<file path="src/sv/atatf_pkg.sv">
// Shared types, constants and the opcode table for the ATA taskfile builder.
// Used by every module of the block; depends on nothing.
package atatf_pkg;

   localparam int unsigned REQ_DATA_W = 88;
   localparam int unsigned REQ_USER_W = 2;
   localparam int unsigned RSP_DATA_W = 88;
   localparam int unsigned CSR_ADDR_W = 3;
   localparam int unsigned CSR_DATA_W = 8;

   localparam logic [CSR_ADDR_W-1:0] CSR_LBA_ENABLED        = 3'd0;
   localparam logic [CSR_ADDR_W-1:0] CSR_LBA48_ENABLED      = 3'd1;
   localparam logic [CSR_ADDR_W-1:0] CSR_PIO_ONLY           = 3'd2;
   localparam logic [CSR_ADDR_W-1:0] CSR_HOST_PIO_FOR_LBA48 = 3'd3;
   localparam logic [CSR_ADDR_W-1:0] CSR_MULTI_COUNT        = 3'd4;

   localparam logic [63:0] LIM28 = 64'd1 << 28;
   localparam logic [16:0] MAX_COUNT28 = 17'd256;
   localparam logic [16:0] MAX_COUNT48 = 17'd65536;
   localparam logic [7:0]  DEVICE_LBA_BIT = 8'h40;

   localparam logic [4:0] BASE_PIO_MULTI = 5'd0;
   localparam logic [4:0] BASE_PIO       = 5'd8;
   localparam logic [4:0] BASE_DMA       = 5'd16;

   typedef enum logic [1:0] {
      STATUS_OK        = 2'd0,
      STATUS_RANGE_ERR = 2'd1,
      STATUS_NO_OPCODE = 2'd2,
      STATUS_CHS       = 2'd3
   } status_type;

   typedef struct packed {
      logic       lba_enabled;
      logic       lba48_enabled;
      logic       pio_only;
      logic       host_pio_for_lba48;
      logic [7:0] multi_count_setting;
   } cfg_type;

   typedef struct packed {
      logic [63:0] start_block;
      logic [16:0] sector_total;
      logic        is_write;
      logic        force_unit_access;
   } req_type;

   typedef struct packed {
      status_type  status;
      logic [7:0]  command;
      logic        use_dma;
      logic        uses_lba48;
      logic [7:0]  count_low_byte;
      logic [7:0]  count_high_byte;
      logic [23:0] address_low24;
      logic [23:0] address_high24;
      logic [7:0]  device_byte;
   } rsp_type;

   // Rows: PIO multiple, PIO single, DMA. Within a row the index is
   // 4*fua + 2*lba48 + write. A zero entry has no valid opcode.
   function automatic logic [7:0] opcode_lookup(input logic [4:0] idx);
      logic [7:0] op;
      unique case (idx)
         5'd0:    op = 8'hC4;
         5'd1:    op = 8'hC5;
         5'd2:    op = 8'h29;
         5'd3:    op = 8'h39;
         5'd7:    op = 8'hCE;
         5'd8:    op = 8'h20;
         5'd9:    op = 8'h30;
         5'd10:   op = 8'h24;
         5'd11:   op = 8'h34;
         5'd16:   op = 8'hC8;
         5'd17:   op = 8'hCA;
         5'd18:   op = 8'h25;
         5'd19:   op = 8'h35;
         5'd23:   op = 8'h3D;
         default: op = 8'h00;
      endcase
      return op;
   endfunction

endpackage

</file>
<file path="src/sv/atatf_csr.sv">
// Configuration registers of the ATA taskfile builder, written through a plain
// write port. Depends on atatf_pkg for the register indexes and cfg_type.
module atatf_csr
   import atatf_pkg::*;
(
   input  logic                  clock,
   input  logic                  reset,
   input  logic                  csr_wr_en,
   input  logic [CSR_ADDR_W-1:0] csr_addr,
   input  logic [CSR_DATA_W-1:0] csr_wdata,
   output cfg_type               cfg
);

   cfg_type cfg_ff;
   cfg_type cfg_in;

   always_comb begin
      cfg_in = cfg_ff;
      if (csr_wr_en) begin
         unique case (csr_addr)
            CSR_LBA_ENABLED:        cfg_in.lba_enabled         = csr_wdata[0];
            CSR_LBA48_ENABLED:      cfg_in.lba48_enabled       = csr_wdata[0];
            CSR_PIO_ONLY:           cfg_in.pio_only            = csr_wdata[0];
            CSR_HOST_PIO_FOR_LBA48: cfg_in.host_pio_for_lba48  = csr_wdata[0];
            CSR_MULTI_COUNT:        cfg_in.multi_count_setting = csr_wdata;
            default:                cfg_in = cfg_ff;
         endcase
      end
   end

   always_ff @(posedge clock) begin
      if (reset) begin
         cfg_ff.lba_enabled         <= 1'b1;
         cfg_ff.lba48_enabled       <= 1'b0;
         cfg_ff.pio_only            <= 1'b0;
         cfg_ff.host_pio_for_lba48  <= 1'b0;
         cfg_ff.multi_count_setting <= 8'd0;
      end else begin
         cfg_ff <= cfg_in;
      end
   end

   assign cfg = cfg_ff;

endmodule

</file>
<file path="src/sv/atatf_encode.sv">
// Combinational encoder from one read/write request to one ATA taskfile:
// range checks, mode and protocol choice, opcode lookup. Depends on atatf_pkg.
module atatf_encode
   import atatf_pkg::*;
(
   input  cfg_type cfg,
   input  req_type req,
   output rsp_type rsp
);

   logic [28:0] sum28;
   logic [49:0] sum48;
   logic        fits28;
   logic        fits48;
   logic        start_le48;
   logic        end_le48;
   logic        wide;
   logic        dma;
   logic [4:0]  base;
   logic [4:0]  idx;
   logic [7:0]  opcode;

   always_comb begin
      sum28 = {1'b0, req.start_block[27:0]} + {12'd0, req.sector_total};
      sum48 = {1'b0, req.start_block[48:0]} + {33'd0, req.sector_total};

      fits28 = (req.start_block[63:28] == 36'd0) && !sum28[28]
               && (req.sector_total <= MAX_COUNT28);

      // The whole range must end at or below 2^48.
      start_le48 = (req.start_block[63:49] == 15'd0)
                   && (!req.start_block[48] || (req.start_block[47:0] == 48'd0));
      end_le48   = !sum48[49] && (!sum48[48] || (sum48[47:0] == 48'd0));
      fits48     = start_le48 && end_le48 && (req.sector_total <= MAX_COUNT48);

      wide = !fits28;
      dma  = !(cfg.pio_only || (wide && cfg.host_pio_for_lba48));
      if (dma) begin
         base = BASE_DMA;
      end else if (cfg.multi_count_setting != 8'd0) begin
         base = BASE_PIO_MULTI;
      end else begin
         base = BASE_PIO;
      end
      idx    = base + {2'b00, req.force_unit_access, wide, req.is_write};
      opcode = opcode_lookup(idx);

      rsp = '0;
      priority if (!cfg.lba_enabled) begin
         rsp.status = STATUS_CHS;
      end else if (!fits28 && !(fits48 && cfg.lba48_enabled)) begin
         rsp.status = STATUS_RANGE_ERR;
      end else if (opcode == 8'h00) begin
         rsp.status = STATUS_NO_OPCODE;
      end else begin
         rsp.status         = STATUS_OK;
         rsp.command        = opcode;
         rsp.use_dma        = dma;
         rsp.uses_lba48     = wide;
         rsp.count_low_byte = req.sector_total[7:0];
         rsp.address_low24  = req.start_block[23:0];
         if (wide) begin
            rsp.count_high_byte = req.sector_total[15:8];
            rsp.address_high24  = req.start_block[47:24];
            rsp.device_byte     = DEVICE_LBA_BIT;
         end else begin
            rsp.device_byte = DEVICE_LBA_BIT | {4'd0, req.start_block[27:24]};
         end
      end
   end

endmodule

</file>
<file path="src/sv/ata_rw_taskfile_builder.sv">
// Top level of the ATA read/write taskfile builder: request register, encoder,
// result register. Depends on atatf_pkg, atatf_csr and atatf_encode.
//
// Usage: each request on the req_ stream carries a start block and a sector
// count in req_tdata and the write and FUA flags in req_tuser. For each
// request the block returns exactly one taskfile on the rsp_ stream with a
// status code, the opcode, the protocol and addressing flags and the
// taskfile bytes. Requests that fail (CHS device, range error, no opcode)
// return the status with all other fields zero.
// The request register loads at the accepting edge and the result register
// loads from the encoder once it is empty or its taskfile is being taken.
// Throughput is one request per cycle while the receiver does not stall; the
// encoder is a single pass of short logic between the two registers.
// When the receiver stalls, the result register holds its taskfile and the
// request register can still take one more request; req_tready drops only
// when both are full. Reset empties both registers and loads the default
// configuration (LBA on, 48-bit off, DMA allowed, multiple mode off).
// Configuration is to be written through csr_ only while no request is in
// flight; the user must keep to this, as the block does not enforce it.
module ata_rw_taskfile_builder
   import atatf_pkg::*;
(
   input  logic                  clock,
   input  logic                  reset,
   // req_tdata: start_block [63:0], sector_total [80:64], zero pad above.
   input  logic                  req_tvalid,
   output logic                  req_tready,
   input  logic [REQ_DATA_W-1:0] req_tdata,
   // req_tuser: is_write [0], force_unit_access [1].
   input  logic [REQ_USER_W-1:0] req_tuser,
   // rsp_tdata: status [1:0], command [9:2], use_dma [10], uses_lba48 [11],
   // count_low_byte [19:12], count_high_byte [27:20], address_low24 [51:28],
   // address_high24 [75:52], device_byte [83:76], zero pad above.
   output logic                  rsp_tvalid,
   input  logic                  rsp_tready,
   output logic [RSP_DATA_W-1:0] rsp_tdata,
   input  logic                  csr_wr_en,
   input  logic [CSR_ADDR_W-1:0] csr_addr,
   input  logic [CSR_DATA_W-1:0] csr_wdata
);

   cfg_type cfg;
   req_type req_ff;
   req_type req_in;
   rsp_type rsp_ff;
   rsp_type rsp_in;
   logic    req_valid_ff;
   logic    req_valid_in;
   logic    rsp_valid_ff;
   logic    rsp_valid_in;
   logic    req_accept;
   logic    advance;

   atatf_csr u_csr (
      .clock     (clock),
      .reset     (reset),
      .csr_wr_en (csr_wr_en),
      .csr_addr  (csr_addr),
      .csr_wdata (csr_wdata),
      .cfg       (cfg)
   );

   atatf_encode u_encode (
      .cfg (cfg),
      .req (req_ff),
      .rsp (rsp_in)
   );

   assign advance    = req_valid_ff && (!rsp_valid_ff || rsp_tready);
   assign req_tready = !req_valid_ff || advance;
   assign req_accept = req_tvalid && req_tready;

   always_comb begin
      req_in.start_block       = req_tdata[63:0];
      req_in.sector_total      = req_tdata[80:64];
      req_in.is_write          = req_tuser[0];
      req_in.force_unit_access = req_tuser[1];
      req_valid_in = req_accept || (req_valid_ff && !advance);
      rsp_valid_in = advance || (rsp_valid_ff && !rsp_tready);
   end

   always_ff @(posedge clock) begin
      if (reset) begin
         req_valid_ff <= 1'b0;
         rsp_valid_ff <= 1'b0;
      end else begin
         req_valid_ff <= req_valid_in;
         rsp_valid_ff <= rsp_valid_in;
      end
   end

   always_ff @(posedge clock) begin
      if (req_accept) begin
         req_ff <= req_in;
      end
      if (advance) begin
         rsp_ff <= rsp_in;
      end
   end

   assign rsp_tvalid = rsp_valid_ff;
   assign rsp_tdata  = {4'd0, rsp_ff.device_byte, rsp_ff.address_high24,
                        rsp_ff.address_low24, rsp_ff.count_high_byte,
                        rsp_ff.count_low_byte, rsp_ff.uses_lba48, rsp_ff.use_dma,
                        rsp_ff.command, rsp_ff.status};

   a_reset_empty: assert property (@(posedge clock) reset |=> !rsp_tvalid && req_tready)
      else $error("result register not empty after reset");

   a_accept_fills: assert property (@(posedge clock) disable iff (reset)
      req_accept |=> req_valid_ff)
      else $error("accepted request lost from request register");

   a_fail_zero: assert property (@(posedge clock) disable iff (reset)
      rsp_tvalid && (rsp_ff.status != STATUS_OK) |-> (rsp_tdata[83:2] == 82'd0))
      else $error("failed taskfile carries nonzero fields");

   a_narrow_high_zero: assert property (@(posedge clock) disable iff (reset)
      rsp_tvalid && (rsp_ff.status == STATUS_OK) && !rsp_ff.uses_lba48
      |-> (rsp_ff.count_high_byte == 8'd0) && (rsp_ff.address_high24 == 24'd0))
      else $error("28-bit taskfile carries high-order bytes");

endmodule

</file>
<file path="config.mk">
export PLATFORM = sky130hd
export DESIGN_NAME = ata_rw_taskfile_builder
export DESIGN_NICKNAME = d
export VERILOG_FILES = /design/src/sv/atatf_pkg.sv /design/src/sv/atatf_csr.sv /design/src/sv/atatf_encode.sv /design/src/sv/ata_rw_taskfile_builder.sv
export SDC_FILE = /design/constraint.sdc
export NUM_CORES = 1
export LEC_CHECK = 0
export BUFFER_PORTS_ARGS = -buffer_cell sky130_fd_sc_hd__buf_2
export CAP_MARGIN = 20
export CORE_MARGIN = 1
export CORE_UTILIZATION = 50
export CTS_BUF_LIST = sky130_fd_sc_hd__clkbuf_4
export DETAILED_ROUTE_END_ITERATION = 6
export HOLD_SLACK_MARGIN = 0.06
export PLACE_DENSITY = 0.8
export SETUP_SLACK_MARGIN = 0.5
export SYNTH_ARGS = -nofsm -noshare
export SYNTH_HDL_FRONTEND = slang
export SYNTH_SLANG_ARGS = --single-unit
</file>
<file path="constraint.sdc">
create_clock -name clock -period 5.65 [get_ports clock]
set_input_delay 0.2825 -clock clock [delete_from_list [all_inputs] [get_ports clock]]
set_output_delay 0.2825 -clock clock [all_outputs]
set_load 0.01 [all_outputs]
</file>
==> metrics.txt, run 1 <==
status finished clean; Synth area leaders edfxtp_1 (51%), nor4_2 (3.9%), and3_1 (3.4%), dfxtp_1 (2.9%), nand2_1 (2.4%); most common cell in the synthesized netlist edfxtp_1; Int Power 0.00189 W; Area growth, synth to finish 26.2%; largest net degree at the start of global routing 81; final setup fails 0; die footprint 19,600 sq um; Worst-path clk slew 0.16 ns; R2R cell count 11; Post-synth top cells edfxtp_1 (163), nand2_1 (61), nor2_1 (55); Post-synth EDFFs 163; logic gate share of total power 0.176; vias 8,539; CTS Buf Count 17; fin crit period 4.81 ns; Hold Path Class input port to flop; Synth async-reset ratio 0; RSZ-0062 raised after global routing no; GRT overflow 0; Core Region 18,700 sq um; crit path launch type flop; #FFs+latches synth 177; clock buffer depth 2; DR WL/cell ~21 um; All-Layer GR Usage 0.309; Worst IR Drop VDD 0.146 mV; Placement Setup Slack 0.862 ns; Clock Sinks 177; Core Util, Final 0.642; post-route ant nets 0; CTS tree yes; Max Cap Viol 0; DRC 0; CP required slightly above 6 ns; Syn. warnings 0; Leak 4.53 nW; Synth Instances between 800 and 900; initial drt markers 964; CP Max Fanout 42; Synth top area share 0.514; actual slew at the worst max-slew pin 1.01 ns; syn_area_per_cell between 10 and 15 sq um; Most Crowded Layer GR met2; Clk pwr share 0.257; reg2reg end rsp_tdata[6]$_SDFFCE_PP0P_; max-slew violation count 0; Peak Freq 208 MHz; H-tree depth 4; Synth area leader edfxtp_1; register area 5170 sq um; R2R Path Start req_ff[38]$_DFFE_PP_; Crit Path Category flop to flop; fraction of layout cells with a size suffix above 1 0.245; height of the chip 140 um; Vias/cell 6.17; Critical Path End rsp_tdata[6]$_SDFFCE_PP0P_; Worst-Skew Late Latency about 0.62 ns; Net Sw Frac 0.310; P per Cell Area 227 nW/um^2; Worst Setup SP req_ff[38]$_DFFE_PP_; setup TNS 0 ns; initial antenna violation count 2; met3 usage in global routing 0.0745; Fillers 1,428; post-CTS setup buffer count 0; router iterations before antenna repair 5; Sw Pwr 0.000846 W; GR met1 Demand/Resource 0.402; IO buf count 181; final hold violations 0; final setup margin 0.844 ns; Most used DFF post-synth edfxtp_1; vias in the first global route 8,333; Max-slew headroom 0.330; first-pass GRT wire length 45,400 um; area occupied by multi-input gates 4000 sq um; M2 GR Usage 0.493; Reg power frac 0.568; Std-Cell Rows 50; CTS root buf clkbuf_4; IO Pins 196; post-synthesis sequential area ratio 0.544; Initial Utilization 0.509; Placer Congestion 0.998; die width 140 um; final period utilization 0.851; Synth Cell Area roughly 9500 sq um; Worst EP arrival between 5 and 6 ns; nets 1,261; DRT Wirelength around 30,000 um; Crit. End Element flop; Layout Skew 0.0346 ns; HPWL after detailed placement 19,900 um; Yosys cell types between 60 and 70; reg2reg setup slack ~0.84 ns
## cells by family after synthesis
kind of cell | after synthesis | share of synthesized area
AOI/OAI and AO/OA | 169 | 0.120
adders and majority gates | 18 | 0.0245
DFF | 177 | 0.544
other | 1 | 0.000394
xor gates and xnor gates | 18 | 0.0166
muxes | 18 | 0.0193
buffers and inverters | 95 | 0.0435
and+or+nand+nor | 364 | 0.232
## sequential cells by signal (all words and copies together) (netlist names)
| name | cells |
|---|---|
| req_ff | 83 |
| req_valid_ff | 1 |
| rsp_tdata | 80 |
| rsp_tvalid | 1 |
| u_csr.cfg | 12 |
## critical path: stages (launching register included)
cell	delay [ns]
edfxtp_1	0.87
nand2_1	0.38
or4_1	0.63
o31a_1	0.30
a2111oi_0	0.49
nand3_1	0.14
nor4_1	0.38
nand4b_1	0.24
or4b_1	0.54
nand3_1	0.09
buf_4	0.34
nor3b_1	0.24
## per-stage QoR
step / area (sq um) / power [W] / hold WS [ns] / cells
global placement: 10600 / 0.00198 / 0.459 / 1245
global route: 12000 / 0.00284 / 0.0926 / 1385
detailed placement: 10600 / 0.00198 / 0.461 / 1245
CTS: 12000 / 0.00273 / 0.0842 / 1383
floorplan: 9540 / 0.00182 / 0.355 / 866
finish: 12000 / 0.00273 / 0.107 / 1385
## routing by layer
metal,wire length (um),vias to the layer above
met4,1030,0
met5,0,-
met2,13800,525
met1,11800,4024
li1,-,3907
met3,2930,83
## final cells by class
cell class | instances | share of cell area
clock inverter | 14 | 0.0122
antenna | 1 | 0.000208
clock buffer | 18 | 0.0113
sequential | 177 | 0.431
timing repair buffer | 306 | 0.176
tap | 234 | 0.0244
multi-input combinational | 594 | 0.333
inverter | 41 | 0.0128
## layout by cell type (no fill, tap or decap), drive strengths merged, types with 4 or more instances in the layout
cell type	instances
or2	7
o211ai	5
and3	51
or3	8
edfxtp	163
mux2i	15
nor4	62
and2	6
buf	200
conb	7
nand3	22
dlygate4sd3	106
a211oi	8
ha	17
and4	6
o21a	7
a2111oi	10
or4	8
o31ai	13
dfxtp	14
clkbuf	18
nor2b	6
nand4	36
nor3	19
xnor2	10
inv	47
a21oi	36
o31a	5
nand2	61
nor2	55
xor2	8
a211o	7
o22ai	4
o21ai	40
clkinv	6
## power groups by stage
stage          logic (W)  registers, W  clock network (W)
6_report        0.000479       0.00155           0.000701
5_1_grt         0.000518       0.00156           0.000768
4_1_cts         0.000463       0.00155           0.000717
3_5_place_dp    0.000407       0.00158                  0
3_3_place_gp    0.000405       0.00158                  0
2_1_floorplan   0.000250       0.00157                  0
## worst min-delay path by stage
stage                   from                          to  slack [ns]  cells past startpoint
4_1_cts          csr_addr[0]   u_csr.cfg[9]$_SDFFE_PP0P_        0.08                      4
3_5_place_dp   req_tdata[52]        req_ff[71]$_DFFE_PP_        0.46                      1
3_3_place_gp   req_tdata[62]        req_ff[81]$_DFFE_PP_        0.46                      1
5_1_grt          csr_addr[0]   u_csr.cfg[9]$_SDFFE_PP0P_        0.09                      4
2_1_floorplan          reset  u_csr.cfg[10]$_SDFFE_PP0P_        0.35                      1
6_report         csr_addr[0]   u_csr.cfg[9]$_SDFFE_PP0P_        0.11                      4
## timing repair
action                                  in CTS  in global routing
endpoints found under the setup margin       0                 41
hold endpoints to repair                    97                  0
resized for setup                            0                  2
hold buffers                               106                  0
Power figures use the tool's default switching activity.
==> inputs of run 2 (changes only) <==
- PLACE_DENSITY: 0.8 -> 0.73
==> metrics.txt, run 2 (synthesis gave the netlist of run 1 again) <==
status finished clean (unchanged); clock buffer depth 2 (unchanged); setup TNS 0 ns (unchanged); # resized after CTS 0 (unchanged); Vias/cell 6.13 (was 6.17); Layout Skew 0.0200 ns (was 0.0346 ns); Hold Path Class input port to flop (unchanged); vias in the first global route 8,141 (was 8,333); final period utilization 0.862 (was 0.851); router iterations before antenna repair 5 (unchanged); Fillers 1,455 (was 1,428); die footprint 19,600 sq um (unchanged); actual slew at the worst max-slew pin 0.832 ns (was 1.01 ns); Worst-Skew Late Latency 0.59 ns (was 0.62 ns); Largest Register req_ff (unchanged); Crit. End Element flop (unchanged); CTS Buf Count 17 (unchanged); Max-slew headroom 0.444 (was 0.330); Leak 4.53 nW (about the same); number of flip-flops in the largest register 83 (unchanged); CP required 6.09 ns (was 6.10 ns); final hold violations 0 (unchanged); Worst-path clk slew 0.15 ns (was 0.16 ns); DRC 0 (unchanged); commonest non-fill, non-tap cells in the layout buf_2 (181), edfxtp_1 (163), dlygate4sd3_1 (103) (was buf_2 (181), edfxtp_1 (163), dlygate4sd3_1 (106)); vias 8,474 (was 8,539); GRT overflow 0 (unchanged); RSZ-0062 raised after global routing no (unchanged); largest net degree at the start of global routing 84 (was 81); crit path launch type flop (unchanged); IO buf count 181 (unchanged); DRT Wirelength 29,200 um (was 29,600 um); Area growth, synth to finish 26.0% (was 26.2%); height of the chip 140 um (unchanged); Initial Utilization 0.509 (unchanged); final setup fails 0 (unchanged); max-slew violation count 0 (unchanged); Peak Freq 205 MHz (was 208 MHz); placed insts 1,245 (unchanged); nets 1,259 (was 1,261); Final Cell Area 12,000 sq um (about the same); Core Region 18,700 sq um (unchanged); Clock Sinks 177 (unchanged); CP Max Fanout 42 (unchanged); placed inst area 10,600 sq um (unchanged); P per Cell Area 229 nW/um^2 (was 227 nW/um^2); HPWL after detailed placement 20,200 um (was 19,900 um); initial antenna violation count 1 (was 2); die width 140 um (unchanged); All-Layer GR Usage 0.303 (was 0.309); IO Pins 196 (unchanged); Hold Slack 0.102 ns (was 0.107 ns); Max Cap Viol 0 (unchanged); Worst IR Drop VDD 0.159 mV (was 0.146 mV); first-pass GRT wire length 44,900 um (was 45,400 um); CTS tree yes (unchanged); fraction of layout cells with a size suffix above 1 0.245 (about the same); Crit Path Category flop to flop (unchanged); commonest non-fill, non-tap cell in the layout buf_2 (unchanged); DR WL/cell 21.1 um (was 21.4 um); fin crit period 4.87 ns (was 4.81 ns); non-filler cells, final 1,383 (was 1,385); Placer Congestion 0.980 (was 0.998); Std-Cell Rows 50 (unchanged); Worst EP arrival 5.32 ns (was 5.25 ns); initial drt markers 851 (was 964); CTS root buf clkbuf_4 (unchanged); H-tree depth 4 (unchanged); post-route ant nets 0 (unchanged)
run 2: through the flow:
step / power [W] / utilization / setup WS, ns
global route: 0.00284 / 0.641 / 0.524
floorplan: 0.00182 / - / 1.07
CTS: 0.00273 / 0.639 / 0.917
finish: 0.00274 / 0.641 / 0.778
detailed placement: 0.00199 / 0.569 / 0.949
global placement: 0.00199 / 0.569 / 0.960
run 2: timing repair:
action	4_1_cts	5_1_grt
hold endpoints to repair	97	0
setup buffers	0	0
hold buffers	103	0
run 2: layout make-up:
cell class,instances,area (sq um),share of cell area
diodes,1,2.50,0.000209
repair buffers,304,2110,0.176
flip-flops and latches,177,5170,0.432
well taps,234,293,0.0244
clock inverters,13,133,0.0111
multi-input cells,594,3990,0.332
inverters,41,154,0.0128
clock buffers,19,143,0.0119
run 2: power by group:
group | internal [W] | switching [W]
clock | 0.000239 | 0.000473
combinational | 0.000187 | 0.000290
sequential | 0.00150 | 0.0000558
run 2: layer usage:
metal,up-vias,wire (um),track usage
met5,-,0,0
met4,0,687,0.0902
met3,53,2230,0.0581
met2,442,13800,0.481
met1,4073,12500,0.423
li1,3906,-,-
run 2: path summary, 6_finish.rpt:
| path | start | endpoint | slack [ns] | cells past startpoint |
|---|---|---|---|---|
| hold / removal | csr_addr[2] | u_csr.cfg[9]$_SDFFE_PP0P_ | 0.10 | 4 |
| setup reg to reg | req_ff[46]$_DFFE_PP_ | rsp_tdata[6]$_SDFFCE_PP0P_ | 0.78 | 11 |
| hold reg to reg | u_csr.cfg[0]$_SDFFE_PP0P_ | u_csr.cfg[0]$_SDFFE_PP0P_ | 0.53 | 2 |
| setup / recovery | req_ff[46]$_DFFE_PP_ | rsp_tdata[6]$_SDFFCE_PP0P_ | 0.78 | 11 |
run 2: worst max-delay path, cell delays in order, from the launching register on:
cell       delay, ns
edfxtp_1        0.79
nand4_1         0.26
or4_1           0.64
o31a_1          0.33
a2111oi_0       0.65
nand3_1         0.16
nor4_1          0.42
nand4b_1        0.24
or4b_1          0.56
nand3_1         0.10
buf_4           0.34
nor3b_1         0.22
